==> config.mk <==
export PLATFORM = sky130hd
export DESIGN_NAME = ms_clock_with_alarm
export DESIGN_NICKNAME = d
export VERILOG_FILES = /design/src/rtl/msca_pkg.sv /design/src/rtl/msca_regs.sv /design/src/rtl/msca_advance.sv /design/src/rtl/msca_tick.sv /design/src/rtl/ms_clock_with_alarm.sv
export SDC_FILE = /design/constraint.sdc
export NUM_CORES = 1
export LEC_CHECK = 0
export ABC_AREA = 1
export BUFFER_PORTS_ARGS = -buffer_cell sky130_fd_sc_hd__buf_2
export CORE_ASPECT_RATIO = 0.5
export CORE_MARGIN = 3
export CORE_UTILIZATION = 45
export CTS_CLUSTER_SIZE = 28
export DETAILED_ROUTE_END_ITERATION = 8
export PLACE_DENSITY = 0.74
export SLEW_MARGIN = 20
export SYNTH_ARGS = -nofsm -noshare
export SYNTH_HDL_FRONTEND = slang
export SYNTH_HIERARCHICAL = 1
export SYNTH_SLANG_ARGS = --single-unit
==> constraint.sdc <==
create_clock -name clk -period 8.52 [get_ports clk]
set_input_delay 0.852 -clock clk [delete_from_list [all_inputs] [get_ports clk]]
set_output_delay 0.852 -clock clk [all_outputs]
set_load 0.01 [all_outputs]
==> src/rtl/msca_pkg.sv <==
// Shared types, constants and register map of the millisecond clock with alarm.
`default_nettype none
package msca_pkg;

  localparam int MS_PER_SEC    = 1000;
  localparam int SEC_PER_MIN   = 60;
  localparam int MIN_PER_HOUR  = 60;
  localparam int HOURS_PER_DAY = 24;

  localparam int HOURS_W   = 5;
  localparam int MINUTES_W = 6;
  localparam int SECONDS_W = 6;
  localparam int MILLIS_W  = 10;
  localparam int LENGTH_W  = 16;
  localparam int STEP_W    = 10;

  localparam int REG_IDX_W = 3;
  localparam logic [REG_IDX_W-1:0] REG_CLOCK_START_HOURS   = 3'd0;
  localparam logic [REG_IDX_W-1:0] REG_CLOCK_START_MINUTES = 3'd1;
  localparam logic [REG_IDX_W-1:0] REG_CLOCK_START_SECONDS = 3'd2;
  localparam logic [REG_IDX_W-1:0] REG_ALARM_START_HOURS   = 3'd3;
  localparam logic [REG_IDX_W-1:0] REG_ALARM_START_MINUTES = 3'd4;
  localparam logic [REG_IDX_W-1:0] REG_ALARM_START_SECONDS = 3'd5;
  localparam logic [REG_IDX_W-1:0] REG_SIGNAL_LENGTH_MS    = 3'd6;
  localparam logic [REG_IDX_W-1:0] REG_ADJUST_STEP_MS      = 3'd7;

  localparam logic [HOURS_W-1:0]   RST_CLOCK_HOURS   = 5'd8;
  localparam logic [MINUTES_W-1:0] RST_CLOCK_MINUTES = 6'd29;
  localparam logic [SECONDS_W-1:0] RST_CLOCK_SECONDS = 6'd59;
  localparam logic [HOURS_W-1:0]   RST_ALARM_HOURS   = 5'd8;
  localparam logic [MINUTES_W-1:0] RST_ALARM_MINUTES = 6'd30;
  localparam logic [SECONDS_W-1:0] RST_ALARM_SECONDS = 6'd0;
  localparam logic [LENGTH_W-1:0]  RST_SIGNAL_LENGTH = 16'd1000;
  localparam logic [STEP_W-1:0]    RST_ADJUST_STEP   = 10'd60;

  typedef struct packed {
    logic [HOURS_W-1:0]   hours;
    logic [MINUTES_W-1:0] minutes;
    logic [SECONDS_W-1:0] seconds;
    logic [MILLIS_W-1:0]  millis;
  } time_t;

  typedef struct packed {
    logic [HOURS_W-1:0]   clock_start_hours;
    logic [MINUTES_W-1:0] clock_start_minutes;
    logic [SECONDS_W-1:0] clock_start_seconds;
    logic [HOURS_W-1:0]   alarm_start_hours;
    logic [MINUTES_W-1:0] alarm_start_minutes;
    logic [SECONDS_W-1:0] alarm_start_seconds;
    logic [LENGTH_W-1:0]  signal_length_ms;
    logic [STEP_W-1:0]    adjust_step_ms;
  } cfg_t;

  typedef struct packed {
    logic  led_on;
    time_t now;
    time_t wake;
  } result_t;

endpackage
`default_nettype wire

==> src/rtl/msca_regs.sv <==
// Configuration register bank behind the APB-style port.
`default_nettype none
module msca_regs (
  input  wire logic                clk,
  input  wire logic                rst,
  input  wire logic                psel,
  input  wire logic                penable,
  input  wire logic                pwrite,
  input  wire logic [4:0]          paddr,
  input  wire logic [31:0]         pwdata,
  output logic      [31:0]         prdata,
  output logic                     pready,
  output msca_pkg::cfg_t           cfg
);

  logic                             wr;
  logic [msca_pkg::REG_IDX_W-1:0]   idx;

  assign pready = 1'b1;
  assign wr     = psel && penable && pwrite && pready;
  assign idx    = paddr[4:2];

  always_ff @(posedge clk) begin
    if (rst) begin
      cfg.clock_start_hours   <= msca_pkg::RST_CLOCK_HOURS;
      cfg.clock_start_minutes <= msca_pkg::RST_CLOCK_MINUTES;
      cfg.clock_start_seconds <= msca_pkg::RST_CLOCK_SECONDS;
      cfg.alarm_start_hours   <= msca_pkg::RST_ALARM_HOURS;
      cfg.alarm_start_minutes <= msca_pkg::RST_ALARM_MINUTES;
      cfg.alarm_start_seconds <= msca_pkg::RST_ALARM_SECONDS;
      cfg.signal_length_ms    <= msca_pkg::RST_SIGNAL_LENGTH;
      cfg.adjust_step_ms      <= msca_pkg::RST_ADJUST_STEP;
    end else if (wr) begin
      unique case (idx)
        msca_pkg::REG_CLOCK_START_HOURS:
          cfg.clock_start_hours <= pwdata[msca_pkg::HOURS_W-1:0];
        msca_pkg::REG_CLOCK_START_MINUTES:
          cfg.clock_start_minutes <= pwdata[msca_pkg::MINUTES_W-1:0];
        msca_pkg::REG_CLOCK_START_SECONDS:
          cfg.clock_start_seconds <= pwdata[msca_pkg::SECONDS_W-1:0];
        msca_pkg::REG_ALARM_START_HOURS:
          cfg.alarm_start_hours <= pwdata[msca_pkg::HOURS_W-1:0];
        msca_pkg::REG_ALARM_START_MINUTES:
          cfg.alarm_start_minutes <= pwdata[msca_pkg::MINUTES_W-1:0];
        msca_pkg::REG_ALARM_START_SECONDS:
          cfg.alarm_start_seconds <= pwdata[msca_pkg::SECONDS_W-1:0];
        msca_pkg::REG_SIGNAL_LENGTH_MS:
          cfg.signal_length_ms <= pwdata[msca_pkg::LENGTH_W-1:0];
        msca_pkg::REG_ADJUST_STEP_MS:
          cfg.adjust_step_ms <= pwdata[msca_pkg::STEP_W-1:0];
        default: ;
      endcase
    end
  end

  always_comb begin
    prdata = '0;
    unique case (idx)
      msca_pkg::REG_CLOCK_START_HOURS:
        prdata[msca_pkg::HOURS_W-1:0] = cfg.clock_start_hours;
      msca_pkg::REG_CLOCK_START_MINUTES:
        prdata[msca_pkg::MINUTES_W-1:0] = cfg.clock_start_minutes;
      msca_pkg::REG_CLOCK_START_SECONDS:
        prdata[msca_pkg::SECONDS_W-1:0] = cfg.clock_start_seconds;
      msca_pkg::REG_ALARM_START_HOURS:
        prdata[msca_pkg::HOURS_W-1:0] = cfg.alarm_start_hours;
      msca_pkg::REG_ALARM_START_MINUTES:
        prdata[msca_pkg::MINUTES_W-1:0] = cfg.alarm_start_minutes;
      msca_pkg::REG_ALARM_START_SECONDS:
        prdata[msca_pkg::SECONDS_W-1:0] = cfg.alarm_start_seconds;
      msca_pkg::REG_SIGNAL_LENGTH_MS:
        prdata[msca_pkg::LENGTH_W-1:0] = cfg.signal_length_ms;
      msca_pkg::REG_ADJUST_STEP_MS:
        prdata[msca_pkg::STEP_W-1:0] = cfg.adjust_step_ms;
      default: prdata = '0;
    endcase
  end

endmodule
`default_nettype wire

==> src/rtl/msca_advance.sv <==
// Time-of-day adder: adds milliseconds and ripples the carries up to hours.
`default_nettype none
module msca_advance (
  input  wire msca_pkg::time_t             t_in,
  input  wire logic [msca_pkg::STEP_W-1:0] add,
  output msca_pkg::time_t                  t_out
);

  localparam int MS_SUM_W = msca_pkg::MILLIS_W + 1;
  localparam int S_SUM_W  = msca_pkg::SECONDS_W + 1;
  localparam int M_SUM_W  = msca_pkg::MINUTES_W + 1;
  localparam int H_SUM_W  = msca_pkg::HOURS_W + 1;

  logic [MS_SUM_W-1:0] ms_sum;
  logic [1:0]          ms_carry;
  logic [MS_SUM_W-1:0] ms_sub;
  logic [S_SUM_W-1:0]  s_sum;
  logic [M_SUM_W-1:0]  m_sum;
  logic [H_SUM_W-1:0]  h_sum;

  always_comb begin
    ms_sum = {1'b0, t_in.millis} + MS_SUM_W'(add);
    if (ms_sum >= MS_SUM_W'(2 * msca_pkg::MS_PER_SEC)) begin
      ms_carry = 2'd2;
      ms_sub   = MS_SUM_W'(2 * msca_pkg::MS_PER_SEC);
    end else if (ms_sum >= MS_SUM_W'(msca_pkg::MS_PER_SEC)) begin
      ms_carry = 2'd1;
      ms_sub   = MS_SUM_W'(msca_pkg::MS_PER_SEC);
    end else begin
      ms_carry = 2'd0;
      ms_sub   = '0;
    end
    s_sum = {1'b0, t_in.seconds} + S_SUM_W'(ms_carry);
    m_sum = {1'b0, t_in.minutes} + M_SUM_W'(1);
    h_sum = {1'b0, t_in.hours} + H_SUM_W'(1);

    t_out        = t_in;
    t_out.millis = msca_pkg::MILLIS_W'(ms_sum - ms_sub);
    if (ms_carry != 2'd0) begin
      t_out.seconds = s_sum[msca_pkg::SECONDS_W-1:0];
      if (s_sum >= S_SUM_W'(msca_pkg::SEC_PER_MIN)) begin
        t_out.seconds = msca_pkg::SECONDS_W'(s_sum - S_SUM_W'(msca_pkg::SEC_PER_MIN));
        t_out.minutes = m_sum[msca_pkg::MINUTES_W-1:0];
        if (m_sum >= M_SUM_W'(msca_pkg::MIN_PER_HOUR)) begin
          t_out.minutes = msca_pkg::MINUTES_W'(m_sum - M_SUM_W'(msca_pkg::MIN_PER_HOUR));
          t_out.hours   = h_sum[msca_pkg::HOURS_W-1:0];
          if (h_sum >= H_SUM_W'(msca_pkg::HOURS_PER_DAY)) begin
            t_out.hours = msca_pkg::HOURS_W'(h_sum - H_SUM_W'(msca_pkg::HOURS_PER_DAY));
          end
        end
      end
    end
  end

endmodule
`default_nettype wire

==> src/rtl/msca_tick.sv <==
// Clock, alarm and signal state with the next-state logic for one tick.
`default_nettype none
module msca_tick (
  input  wire logic           clk,
  input  wire logic           rst,
  input  wire logic           fire,
  input  wire logic           restart,
  input  wire logic           pressed,
  input  wire msca_pkg::cfg_t cfg,
  output msca_pkg::result_t   result
);

  msca_pkg::time_t                clk_time, clk_time_next, clk_adv;
  msca_pkg::time_t                alm_time, alm_time_next, alm_adv;
  logic                           signalling, signalling_next;
  logic [msca_pkg::LENGTH_W-1:0]  signal_ticks, signal_ticks_next, ticks_inc;

  msca_advance u_clk_adv (
    .t_in  (clk_time),
    .add   (msca_pkg::STEP_W'(1)),
    .t_out (clk_adv)
  );

  msca_advance u_alm_adv (
    .t_in  (alm_time),
    .add   (cfg.adjust_step_ms),
    .t_out (alm_adv)
  );

  assign ticks_inc = signal_ticks + msca_pkg::LENGTH_W'(1);

  always_comb begin
    if (restart) begin
      clk_time_next.hours   = cfg.clock_start_hours;
      clk_time_next.minutes = cfg.clock_start_minutes;
      clk_time_next.seconds = cfg.clock_start_seconds;
      clk_time_next.millis  = '0;
      alm_time_next.hours   = cfg.alarm_start_hours;
      alm_time_next.minutes = cfg.alarm_start_minutes;
      alm_time_next.seconds = cfg.alarm_start_seconds;
      alm_time_next.millis  = '0;
      signalling_next       = 1'b0;
      signal_ticks_next     = '0;
    end else begin
      clk_time_next     = clk_adv;
      signalling_next   = signalling;
      signal_ticks_next = signal_ticks;
      if (signalling) begin
        signal_ticks_next = ticks_inc;
        if (ticks_inc == cfg.signal_length_ms) begin
          signalling_next   = 1'b0;
          signal_ticks_next = '0;
        end
      end
      if (clk_adv.hours == alm_time.hours && clk_adv.minutes == alm_time.minutes &&
          clk_adv.seconds == '0) begin
        signalling_next = 1'b1;
      end
      alm_time_next = pressed ? alm_adv : alm_time;
    end
  end

  always_ff @(posedge clk) begin
    if (rst) begin
      clk_time.hours   <= msca_pkg::RST_CLOCK_HOURS;
      clk_time.minutes <= msca_pkg::RST_CLOCK_MINUTES;
      clk_time.seconds <= msca_pkg::RST_CLOCK_SECONDS;
      clk_time.millis  <= '0;
      alm_time.hours   <= msca_pkg::RST_ALARM_HOURS;
      alm_time.minutes <= msca_pkg::RST_ALARM_MINUTES;
      alm_time.seconds <= msca_pkg::RST_ALARM_SECONDS;
      alm_time.millis  <= '0;
      signalling       <= 1'b0;
      signal_ticks     <= '0;
    end else if (fire) begin
      clk_time     <= clk_time_next;
      alm_time     <= alm_time_next;
      signalling   <= signalling_next;
      signal_ticks <= signal_ticks_next;
    end
  end

  assign result.led_on = signalling_next;
  assign result.now    = clk_time_next;
  assign result.wake   = alm_time_next;

  // counter runs only while signalling
  a_ticks_idle: assert property (@(posedge clk) disable iff (rst)
    !signalling |-> signal_ticks == '0)
    else $error("signal counter running while the signal is off");

  a_clk_millis: assert property (@(posedge clk) disable iff (rst)
    clk_time.millis < msca_pkg::MILLIS_W'(msca_pkg::MS_PER_SEC))
    else $error("clock milliseconds out of range");

  a_hold: assert property (@(posedge clk) disable iff (rst)
    !fire |=> $stable(clk_time) && $stable(alm_time) && $stable(signal_ticks))
    else $error("state changed without a tick");

endmodule
`default_nettype wire

==> src/rtl/ms_clock_with_alarm.sv <==
// Top level of the millisecond clock with alarm: input word register, tick logic, result register.
//
//  channel  | direction | handshake          | contents
//  ---------+-----------+--------------------+------------------------------------------
//  s_       | in        | s_tvalid/s_tready  | tdata: button_pressed; tuser: restart
//  m_       | out       | m_tvalid/m_tready  | tdata: led_on, now time, wake time
//  apb      | in        | psel/penable       | eight start, length and step registers
//
//  One word in and one word out per cycle unless the output stalls; each word passes the input
//  register, then the result register; the tick adder and carry ripple into hours lie between.
//  rst is synchronous and loads the power-on start times and register values.
//  A stalled result word holds; a full input register then holds too, and s_tready drops.
`default_nettype none
module ms_clock_with_alarm (
  input  wire logic        clk,
  input  wire logic        rst,
  input  wire logic        s_tvalid,
  output logic             s_tready,
  input  wire logic [7:0]  s_tdata,   // [0] button_pressed, [7:1] zero
  input  wire logic        s_tuser,   // [0] restart
  output logic             m_tvalid,
  input  wire logic        m_tready,
  output logic      [47:0] m_tdata,   // [0] led_on, [5:1] now_hours, [11:6] now_minutes,
                                      // [17:12] now_seconds, [27:18] now_millis,
                                      // [32:28] wake_hours, [38:33] wake_minutes,
                                      // [44:39] wake_seconds, [47:45] zero
  input  wire logic        psel,
  input  wire logic        penable,
  input  wire logic        pwrite,
  input  wire logic [4:0]  paddr,
  input  wire logic [31:0] pwdata,
  output logic      [31:0] prdata,
  output logic             pready
);

  localparam int MILLIS_LSB = 1 + msca_pkg::HOURS_W + msca_pkg::MINUTES_W + msca_pkg::SECONDS_W;

  msca_pkg::cfg_t    cfg;
  msca_pkg::result_t result;
  logic              in_valid;
  logic              in_restart;
  logic              in_pressed;
  logic              out_free;
  logic              fire;

  msca_regs u_regs (
    .clk     (clk),
    .rst     (rst),
    .psel    (psel),
    .penable (penable),
    .pwrite  (pwrite),
    .paddr   (paddr),
    .pwdata  (pwdata),
    .prdata  (prdata),
    .pready  (pready),
    .cfg     (cfg)
  );

  msca_tick u_tick (
    .clk     (clk),
    .rst     (rst),
    .fire    (fire),
    .restart (in_restart),
    .pressed (in_pressed),
    .cfg     (cfg),
    .result  (result)
  );

  assign out_free = !m_tvalid || m_tready;
  assign fire     = in_valid && out_free;
  assign s_tready = !in_valid || out_free;

  always_ff @(posedge clk) begin
    if (rst) begin
      in_valid <= 1'b0;
    end else if (s_tready) begin
      in_valid <= s_tvalid;
    end
  end

  always_ff @(posedge clk) begin
    if (s_tvalid && s_tready) begin
      in_restart <= s_tuser;
      in_pressed <= s_tdata[0];
    end
  end

  always_ff @(posedge clk) begin
    if (rst) begin
      m_tvalid <= 1'b0;
    end else if (out_free) begin
      m_tvalid <= fire;
    end
  end

  always_ff @(posedge clk) begin
    if (fire) begin
      m_tdata <= {3'b000,
                  result.wake.seconds, result.wake.minutes, result.wake.hours,
                  result.now.millis, result.now.seconds, result.now.minutes,
                  result.now.hours, result.led_on};
    end
  end

  a_no_drop: assert property (@(posedge clk) disable iff (rst)
    in_valid && !out_free |=> in_valid)
    else $error("input word lost while the result was stalled");

  a_restart_led: assert property (@(posedge clk) disable iff (rst)
    fire && in_restart |=> !m_tdata[0] && m_tdata[MILLIS_LSB +: msca_pkg::MILLIS_W] == '0)
    else $error("restart did not clear the signal and milliseconds");

  a_out_millis: assert property (@(posedge clk) disable iff (rst)
    m_tvalid |-> m_tdata[MILLIS_LSB +: msca_pkg::MILLIS_W] <
                 msca_pkg::MILLIS_W'(msca_pkg::MS_PER_SEC))
    else $error("reported milliseconds out of range");

endmodule
`default_nettype wire
After elaboration in Yosys (flattened, before gate mapping)
Index checks and enable logic that the tools add are counted.

cells by class
  $add $sub $neg = 17
  order comparisons = 10
  equality and inequality tests = 10
  muxes and demuxes = 30
  reductions and logical operators = 26

operators with widths
  operator                                                                 number
  27-bit 2-to-1 mux                                                        3
  17-bit 2-to-1 mux                                                        4
  16-bit 2-to-1 mux                                                        3
  10-bit 2-to-1 mux                                                        4
  5-bit one-hot mux with 8 select lines                                    1
  7-bit by 6-bit >= comparator with 1-bit output, second input constant    4
  6-bit subtractor, second input constant                                  4
  11-bit by 10-bit >= comparator with 1-bit output, second input constant  2
  11-bit >= comparator, second input constant                              2
  11-bit 2-to-1 mux                                                        2
  2-bit AND reduction                                                      10
  10-bit subtractor                                                        2
  16-bit by 1-bit adder with 16-bit output, second input constant          1
  16-bit equality test                                                     1
  6-bit by 1-bit adder with 7-bit output, second input constant            2
  6-bit by 2-bit adder with 7-bit output                                   2
  5-bit by 1-bit adder with 6-bit output, second input constant            2
  3-bit equality test, second input constant                               4
  6-bit by 5-bit >= comparator with 1-bit output, second input constant    2
  10-bit by 1-bit adder with 11-bit output, second input constant          1
  10-bit by 10-bit adder with 11-bit output                                1
  5-bit 2-to-1 mux                                                         2
  5-bit subtractor, second input constant                                  2
  4-bit one-hot mux with 2 select lines                                    1
  14 further kinds                                                         31

word-level totals
  register bits = 180
  bits of input ports = 53

Longest topological paths before layout
Gate-level depths: netlist of the first run.

  depth in word-level cells = 13
  gate-level depth with buffers = 40
  gate-level depth less buffers = 38

Hierarchy
The synthesis of the first run kept the hierarchy.

by module, submodules not included
  module                            instances  cells each  area an instance (sq um)  sequential area each (sq um)
  msca_tick                         1          685         4220.3                    1421.4
  msca_regs                         1          421         2975.4                    1201.2
  msca_advance at u_tick.u_clk_adv  1          360         1941.9                    0.0
  msca_advance at u_tick.u_alm_adv  1          365         1896.8                    0.0
  ms_clock_with_alarm               1          63          1529.0                    1451.4

Worst setup path after synthesis of the first run
Ideal clock, no wire load.

  path type = register to register
  from = register u_tick/clk_time[0] (netlist name)
  to = register m_tdata[0], data pin
  library setup time = 0.125 ns
  arrival = 4.682 ns
  data required time = 8.395 ns
  path slack = 3.712 ns
  cell stages (with the launch flop) = 39
  buffers on the path = 3
  period minus slack after synthesis = 4.808 ns
  cell sequence = dfxtp_1 -> ha_1 -> fa_1 -> nand3_1 -> nand3_2 -> nand2_1 -> nand2_1 -> nand2_1 -> nand2_1 -> a21oi_2 -> buf_4 -> inv_1 -> nand3_1 -> nand2_1 -> inv_1 -> ha_1 -> inv_1 -> fa_1 -> (+3 left out) -> nand2_1 -> o21ai_1 -> nand2_1 -> nand2_2 -> buf_4 -> nand2_1 -> nand2_1 -> nand2_1 -> nand2_1 -> xor2_1 -> a221oi_1 -> nand4_1 -> nor2_1 -> nand3_1 -> nand2_1 -> nand2_1 -> inv_1 -> buf_4

RTL lines
  item                    line                       text
  start, declared         msca_tick.sv:13            msca_pkg::time_t clk_time, clk_time_next, clk_adv;
  start signal, assigned  msca_tick.sv:76            clk_time <= clk_time_next;
  end signal, assigned    ms_clock_with_alarm.sv:98  m_tdata <= {3'b000,
  end, declared           ms_clock_with_alarm.sv:23  output logic [47:0] m_tdata,

==> results of run 1 <==
-- power by group --
| group | internal (W) | switching [W] | total (W) |
|---|---|---|---|
| combinational | 0.000186 | 0.000350 | 0.000536 |
| clock | 0.000405 | 0.000363 | 0.000768 |
| sequential | 0.000921 | 0.0000389 | 0.000960 |
-- tightest hold or removal path: cells and delay by family, from the launching register on --
kind             cells  cell delay, ns
flip-flops           1            0.32
AO/OA/AOI/OAI        1            0.05
AND/OR/NAND/NOR      1            0.09
-- cell usage in the layout (no fill, tap or decap), types with 3 or more instances in the layout --
| master | instances |
|---|---|
| nor3_1 | 12 |
| xor2_1 | 22 |
| a21oi_1 | 82 |
| clkinvlp_4 | 3 |
| dfxtp_1 | 133 |
| nand3b_1 | 9 |
| edfxtp_1 | 47 |
| buf_4 | 11 |
| conb_1 | 31 |
| fa_1 | 6 |
| xnor2_1 | 12 |
| nand3_2 | 11 |
| or2_2 | 4 |
| buf_2 | 90 |
| a21oi_2 | 3 |
| nand3_1 | 164 |
| inv_1 | 183 |
| nand2_1 | 563 |
| o21ai_1 | 10 |
| nand4_1 | 50 |
| o22ai_1 | 3 |
| clkinv_2 | 5 |
| nand3_4 | 5 |
| nor2_1 | 216 |
| o21ai_0 | 110 |
| inv_6 | 3 |
| ha_1 | 49 |
| nor2_4 | 7 |
| nor2_2 | 13 |
| o211ai_1 | 7 |
| clkbuf_16 | 17 |
| inv_2 | 13 |
| nand2_2 | 27 |
| a22o_1 | 4 |
-- worst paths after layout --
| kind | cells after the start | slack [ns] | from | to |
|---|---|---|---|---|
| worst max register to register | 33 | 2.68 | u_tick/clk_time[0] | u_tick/signalling |
| worst min-delay path | 2 | 0.49 | in_valid | in_valid |
| worst max-delay path | 33 | 2.68 | u_tick/clk_time[0] | u_tick/signalling |
| worst min register to register | 2 | 0.49 | in_valid | in_valid |
-- per-stage QoR --
step | hold WS [ns] | util
2_1_floorplan | 0.435 | -
3_3_place_gp | 0.472 | 0.485
3_5_place_dp | 0.486 | 0.485
4_1_cts | 0.495 | 0.506
5_1_grt | 0.508 | 0.506
6_report | 0.493 | 0.506
-- routing by layer --
layer  share of wire  vias to the layer above  global-route usage
met3           0.063                       57              0.0351
met4           0.022                        0              0.0746
li1                -                     6153                   -
met2            0.45                      415               0.358
met5               0                        -                   0
met1            0.47                     5438               0.291
-- state kept, by name, indices dropped and copies added (netlist names) --
| signal | cells |
|---|---|
| m_tdata | 45 |
| u_tick/alm_time | 27 |
| u_tick/clk_time | 27 |
| u_tick/signalling | 1 |
| in_restart | 1 |
| u_tick/signal_ticks | 16 |
| u_regs/cfg | 60 |
| in_pressed | 1 |
| in_valid | 1 |
| m_tvalid | 1 |
-- final cells by class --
cell class                 instances  area, um2  area share
multi-input combinational       1440       7260       0.533
sequential                       180       4070       0.299
inverter                         197        739      0.0542
timing repair buffer             101        533      0.0391
tap                              374        468      0.0343
clock buffer                      17        425      0.0312
clock inverter                    15        133     0.00973
antenna                            1       2.50    0.000184
-- logic make-up (layout without fill, tap and decap cells) --
family	count (synthesis)	count (layout)
other	5	32
adder cells (fa/ha/maj)	55	55
flip-flops	180	180
AND/OR/NAND/NOR	1088	1088
buffers and inverters	300	330
XOR/XNOR	36	36
AO/OA/AOI/OAI	230	230
==> results.md, run 1 <==
- CTS tree: done
- RSZ-0062 raised after global routing: false
- Slew Viols, Final: 0
- Worst slew pin tran: 0.709 ns
- Adder-Cell Fraction of Synth Area: 0.0584
- Share of layout cells above drive strength 1: 0.116
- Port Buf Inserts: 90
- CP Max Fanout: 19
- Fin worst setup slack: 2.68 ns
- Iteration-0 DRC count of the detailed router: 1239
- H-tree lvl count: 4
- Crit path time final: 5.84 ns
- Core area: 0.0270 mm2
- Cell Area, Placed: 0.0131 mm2
- First-pass GRT wire length: 52.9 mm
- Cells after Synth: 1894
- Max Clock Skew: 0.0124 ns
- Initial Utilization: 0.466
- Post-Synth Simple-Gate Area: 0.384
- Num CTS Buffers: 17
- Main combinational cell family by area after synthesis: simple AND/OR/NAND/NOR gates
- Pwr Total: 0.00226 W
- Critical Path AT: 6.22 ns
- Post-synth top area share: 0.212
- DP Wirelength: 23.0 mm
- Pleak: 6.65 nW
- Die footprint: 0.0301 mm2
- Root buf cell: clkbuf_16
- Crit-path max cell delay: 0.45 ns
- Postcts setup bufs: 0
- Skew-Pair Late Insertion Delay: 0.45 ns
- Post-DRT Antenna Nets: 0
- Most Frequent Cell on Critical Path: nand2_1
- Buf/Inv on CP: 4
- Main synth FF type: dfxtp_1
- Crit. End Element: flip-flop
- Max-Cap Viols: 0
- Number of global-route vias before repair: 10695
- Mean post-synth cell area: 6.63 um2
- Number of synthesized flops with an enable pin: 47
- Worst relative slew slack: 0.527
- Setup crit start kind: flip-flop
- GR Util All Layers: 0.217
- Final wirelength: 32.7 mm
- Pwr per Cell Area: 166 mW/mm2
- Row count: 42
- Via count: 12063
- Hold_buf cts: 0
- Sequential share of the synthesized area: 0.324
- Final net count: 2045
- Largest net degree at the start of global routing: 67
- Total global routing overflow: 0
- Chip height: 124 um
- Cell total after placement: 2292
- Area delta synth->final: 8.54%
- Worst setup path category: flip-flop to flip-flop
- Final instance area: 0.0136 mm2
- Final Non-Filler Cells: 2325
- Maximum VDD drop: 0.000157 V
- Tightest Hold Check Type: flip-flop to flip-flop
- DP Worst Slack: 2.76 ns
- Setup violators final: 0
- Ports: 136
- Vias per std cell: 5.19
- Setup_tns: 0 ns
- Post-synthesis compound-gate area fraction: 0.0976
- CP delay by family, top: simple AND/OR/NAND/NOR gates
- Post-Synthesis Cell Area: 0.0126 mm2
- Final hold viol count: 0
- Final period util: 0.686
- Synth unique cells: 52
- Maximum clock rate: 171 MHz
- Wire length per cell: 14.0 um
- Synth warnings: 6
- Clk slew on worst S/H paths: 0.07 ns
- Synth Area in XOR/XNOR: 0.0278
- Post-cts sizing count: 0
- Status: finished, final reports clean
- Die W: 242 um
- Clock sink count: 180
- Top cells by count, synth: nand2_1 (563), nor2_1 (216), inv_1 (184), nand3_1 (164), dfxtp_1 (133)
- Cell with the most instances after synthesis: nand2_1
- TritonRoute pass-1 iters: 6
- Leading area contributor after synthesis: dfxtp_1
- Mux share of post-synthesis cell area: 0
- Worst EP required: 8.89 ns
- Final Wtd Congestion: 0.958
- Layout fillers: 2701
- Synth Register Bits: 180
- Initial antenna violation count: 1
- CP max stage cell: fa_1
- Post-route DRC violation count: 0
- Async set-reset flop share out of synthesis: 0
- Ranking of synthesized cells by area: dfxtp_1 (21%), nand2_1 (17%), edfxtp_1 (11%)
- Clk buf depth: 2
Power figures use the tool's default switching activity.
==> run 2, diff against run 1 <==
PLACE_DENSITY = 0.76   (was 0.74)
clock period = 5.3 ns   (was 8.52 ns; I/O delays follow)
==> run 2 against run 1 <==
Count of clock-buffer cells in the layout increased by 3. Routed wire length increased by 1.4%. Sequential cell count unchanged. Register-to-register slack got worse by 2.3 ns. Combinational power increased by 64%. Utilization increased by 0.67 points. Worst setup slack got worse by 2.3 ns. Largest cell class unchanged.
==> results.md, run 2 (synthesized netlist as in run 1, its figures left out) <==
- Total global routing overflow: 0
- Row count: 42
- First-pass GRT wire length: 53.6 mm
- Crit-path max cell delay: 0.43 ns
- Crit. End Element: flip-flop
- Num CTS Buffers: 17
- Max-Cap Viols: 0
- Hold path start: s_tdata[0]
- Biggest regs: u_regs/cfg: 60 flops, m_tdata: 45 flops
- Buf/Inv on CP: 5
- Leading cell type in the layout, fill and taps excluded: nand2_1
- Die W: 242 um
- Post-route DRC violation count: 0
- H-tree lvl count: 4
- Tightest Hold Check Type: input port to flip-flop
- Util after Layout: 0.513
- Pwr per Cell Area: 277 mW/mm2
- Share of layout cells above drive strength 1: 0.119
- Final Wtd Congestion: 0.945
- Initial Utilization: 0.466
- Final hold viol count: 0
- Port Buf Inserts: 90
- Max reg flops: 60
- Die footprint: 0.0301 mm2
- Worst relative slew slack: 0.470
- Setup crit start kind: flip-flop
- Critical Path AT: 5.26 ns
- Core area: 0.0270 mm2
- Post-DRT Antenna Nets: 0
- Final wirelength: 33.1 mm
- Initial antenna violation count: 0
- Wire length per cell: 14.2 um
- Via count: 12213
- TritonRoute pass-1 iters: 6
- Iteration-0 DRC count of the detailed router: 1236
- Most Frequent Cell on Critical Path: nand2_1
- Worst hold path stage count: 1
- Skew-Pair Late Insertion Delay: 0.45 ns
- Area delta synth->final: 9.98%
- Status: finished, final reports clean
- Min-Delay Endpoint: in_pressed
- Pleak: 6.74 nW
- Worst setup path category: flip-flop to flip-flop
- Ports: 136
- CP Max Fanout: 10
- Worst r2r src: u_tick/clk_time[0]
- Worst slew pin tran: 0.795 ns
- Reg-to-reg slack, setup: 0.42 ns
- Root buf cell: clkbuf_16
- GR Util All Layers: 0.219
- Largest Register: u_regs/cfg
- Max Clock Skew: 0.00977 ns
- Chip height: 124 um
- Number of global-route vias before repair: 10715
- Clock sink count: 180
- Setup violators final: 0
- # diodes: 0
- Final Non-Filler Cells: 2334
- Maximum clock rate: 205 MHz
- Vias per std cell: 5.23
- RR Endpoint: u_tick/signalling
- Worst EP required: 5.67 ns
- Clk buf depth: 2
- Final net count: 2055
- Maximum VDD drop: 0.000267 V
- Clk slew on worst S/H paths: 0.07 ns
- Slew Viols, Final: 0
- CP max stage cell: fa_1
- Cell total after placement: 2298
- CP delay by family, top: simple AND/OR/NAND/NOR gates
- CTS tree: done
- Crit path time final: 4.88 ns
- Reg2Reg Depth: 36
- Commonest non-fill, non-tap cells in the layout: nand2_1 (563), nor2_1 (216), inv_1 (183)
- Largest net degree at the start of global routing: 100
- Final period util: 0.921
- DP Wirelength: 23.3 mm
- Hold Slack: 0.257 ns
run 2: power by group:
group / leakage, nW / internal, W / switching (W) / total, W
Clock: 0.318 / 0.000828 / 0.000582 / 0.00141
Combinational: 4.90 / 0.000312 / 0.000566 / 0.000879
Sequential: 1.53 / 0.00148 / 0.0000627 / 0.00154
run 2: layout make-up:
cell class / count / area (um2)
multi-input combinational: 1440 / 7280
fill: 2625 / 13100
inverter: 197 / 739
clock buffer: 20 / 458
tap: 374 / 468
sequential: 180 / 4070
clock inverter: 12 / 190
timing repair buffer: 111 / 612
run 2: stage by stage:
stage / total power, W / worst slack, ns / setup TNS [ns] / cell area, um2
finish: 0.00383 / 0.417 / 0 / 13800
global route: 0.00403 / -0.00553 / -0.00553 / 13800
CTS: 0.00383 / 0.194 / 0 / 13800
detailed placement: 0.00242 / 0.227 / 0 / 13100
global placement: 0.00241 / 0.298 / 0 / 13100
floorplan: 0.00224 / 0.492 / 0 / 12700
run 2: metal layers:
metal  GRT usage  part of all wire  vias to the layer above
met2       0.366              0.45                      393
met3      0.0361             0.061                       60
li1            -                 -                     6173
met5           0                 0                        -
met1       0.289              0.46                     5587
met4      0.0828             0.028                        0
run 2: repair_timing:
| item | 4_1_cts | 5_1_grt |
|---|---|---|
| gates resized for setup | 0 | 3 |
| endpoints found under the setup margin | 0 | 2 |
| setup buffers | 0 | 4 |
| hold buffers | 0 | 0 |
run 2: worst register-to-register path: cells and delay by family, from the launching register on:
kind / cells / cell delay, ns
xor gates and xnor gates: 1 / 0.19
and+or+nand+nor: 22 / 1.91
buffers and inverters: 5 / 0.47
AOI/OAI and AO/OA: 3 / 0.53
adders and majority gates: 5 / 1.40
DFF: 1 / 0.31
run 2: worst max path at each step:
stage | start | endpoint | slack (ns) | depth (start not counted)
6_report | u_tick/clk_time[0] | u_tick/signalling | 0.42 | 36
5_1_grt | u_tick/clk_time[0] | u_tick/signalling | -0.006 | 36
4_1_cts | u_tick/clk_time[0] | u_tick/signalling | 0.19 | 33
3_5_place_dp | u_tick/clk_time[0] | u_tick/signalling | 0.23 | 33
3_3_place_gp | u_tick/clk_time[0] | u_tick/signalling | 0.30 | 33
2_1_floorplan | u_tick/clk_time[0] | m_tdata[0] | 0.49 | 38
==> run 3, diff against run 2 <==
ABC_CLOCK_PERIOD_IN_PS = 5300   (was not set)
REMOVE_ABC_BUFFERS = 1   (was not set)
==> run 3 against run 2 <==
Via count rose by 0.59%. Largest cell class unchanged. Power fell by 1.6%. Clock power fell by 5%. Clock skew rose by 0.0068 ns. First-iteration DRC count fell by 9.2%. Worst hold slack got worse by 0.012 ns. Die area did not move.
==> results.md, run 3 (synthesized netlist as in run 1, its figures left out) <==
- Commonest non-fill, non-tap cells in the layout: nand2_1 (562), nor2_1 (215), inv_1 (182)
- Max reg flops: 60
- Critical Path AT: 5.26 ns
- Met3 global-route usage: 0.0400
- Area delta synth->final: 10.2%
- Crit path time final: 4.87 ns
- Final wirelength: 33.2 mm
- CP delay by family, top: simple AND/OR/NAND/NOR gates
- Status: finished, final reports clean
- Grt met1 use: 0.287
- Post-route DRC violation count: 0
- Worst setup path category: flip-flop to flip-flop
- Number of global-route vias before repair: 10619
- Initial Utilization: 0.466
- CTS tree: done
- Initial antenna violation count: 1
- Via count: 12285
- Num CTS Buffers: 17
- Die footprint: 0.0301 mm2
- Max-Cap Viols: 0
- Buf/Inv on CP: 6
- Worst relative slew slack: 0.312
- TritonRoute pass-1 iters: 8
- Setup crit start kind: flip-flop
- CP Max Fanout: 10
- Worst slew pin tran: 1.03 ns
- Iteration-0 DRC count of the detailed router: 1122
- Skew-Pair Late Insertion Delay: 0.46 ns
- Register Area: 0.00407 mm2
- Grt peak-use layer: met2
- Final Wtd Congestion: 0.903
- Chip height: 124 um
- Core area: 0.0270 mm2
- Maximum clock rate: 205 MHz
- Most Frequent Cell on Critical Path: nand2_1
- GR Util All Layers: 0.217
- Cell total after placement: 2300
- Pleak: 6.72 nW
- Share of layout cells above drive strength 1: 0.125
- Reg2Reg Depth: 36
- Maximum VDD drop: 0.000242 V
- Layout fillers: 2657
- Area of the multi-input gates: 0.00732 mm2
- Clk slew on worst S/H paths: 0.07 ns
- Setup violators final: 0
- CP max stage cell: fa_2
- Final net count: 2057
- Pwr Total: 0.00377 W
- Crit-path max cell delay: 0.38 ns
- Row count: 42
- Tightest Hold Check Type: input port to flip-flop
- Root buf cell: clkbuf_16
- Pwr per Cell Area: 272 mW/mm2
- Max Clock Skew: 0.0165 ns
- Final hold viol count: 0
- Clock sink count: 180
- Biggest regs: u_regs/cfg: 60 flops, m_tdata: 45 flops
- Die W: 242 um
- Crit. path cell count: 36
- Clk buf depth: 2
- Final period util: 0.920
- Worst EP required: 5.68 ns
- Hold_buf cts: 0
- Final Non-Filler Cells: 2337
- Post-DRT Antenna Nets: 0
- First-pass GRT wire length: 53.2 mm
- Largest net degree at the start of global routing: 77
- Leading cell type in the layout, fill and taps excluded: nand2_1
- Wire length per cell: 14.2 um
- Reg-to-reg slack, setup: 0.43 ns
- Vias per std cell: 5.26
- Util after Layout: 0.513
- Met2 Use GR: 0.362
- Largest Register: u_regs/cfg
- Slew Viols, Final: 0
- Worst hold path stage count: 1
- Crit. End Element: flip-flop
- H-tree lvl count: 4
- DP Wirelength: 23.0 mm
- Port Buf Inserts: 90
- Total global routing overflow: 0
- Ports: 136
run 3: layout make-up:
cell class / instances / share of cell area
inverters: 197 / 0.0534
flip-flops and latches: 180 / 0.294
diodes: 1 / 0.000181
well taps: 374 / 0.0338
clock buffers: 18 / 0.0325
clock inverters: 14 / 0.0123
repair buffers: 112 / 0.0447
multi-input cells: 1441 / 0.529
run 3: path summary, 6_finish.rpt:
check | startpoint | end
setup / recovery | u_tick/clk_time[0] | u_tick/signalling
hold / removal | s_tuser | in_restart
setup reg to reg | u_tick/clk_time[0] | u_tick/signalling
hold reg to reg | u_tick/signal_ticks[15] | u_tick/signal_ticks[15]
run 3: timing repair:
item / CTS / global route
buffers inserted: 0 / 3
setup endpoints to repair: 0 / 5
endpoints found under the hold margin: 0 / 0
gates resized for setup: 0 / 14
run 3: metal layers:
| layer | share of wire | vias up |
|---|---|---|
| met5 | 0 | - |
| met4 | 0.021 | 0 |
| met3 | 0.075 | 48 |
| met2 | 0.45 | 467 |
| met1 | 0.45 | 5603 |
| li1 | - | 6167 |
run 3: per-stage QoR:
step	hold WS [ns]	setup slack, ns	instance area [um2]	TNS (ns)
CTS	0.231	0.131	13800	0
finish	0.245	0.426	13800	0
global route	0.230	-0.0281	13800	-0.0423
global placement	0.468	0.271	13100	0
floorplan	0.448	-2.54	12100	-147.96
detailed placement	0.474	0.166	13100	0
run 3: power by group:
group          switching [W]  internal (W)  total, W  leakage (nW)
clock               0.000606      0.000736   0.00134         0.294
sequential         0.0000650       0.00148   0.00155          1.53
combinational       0.000568      0.000313  0.000882          4.90
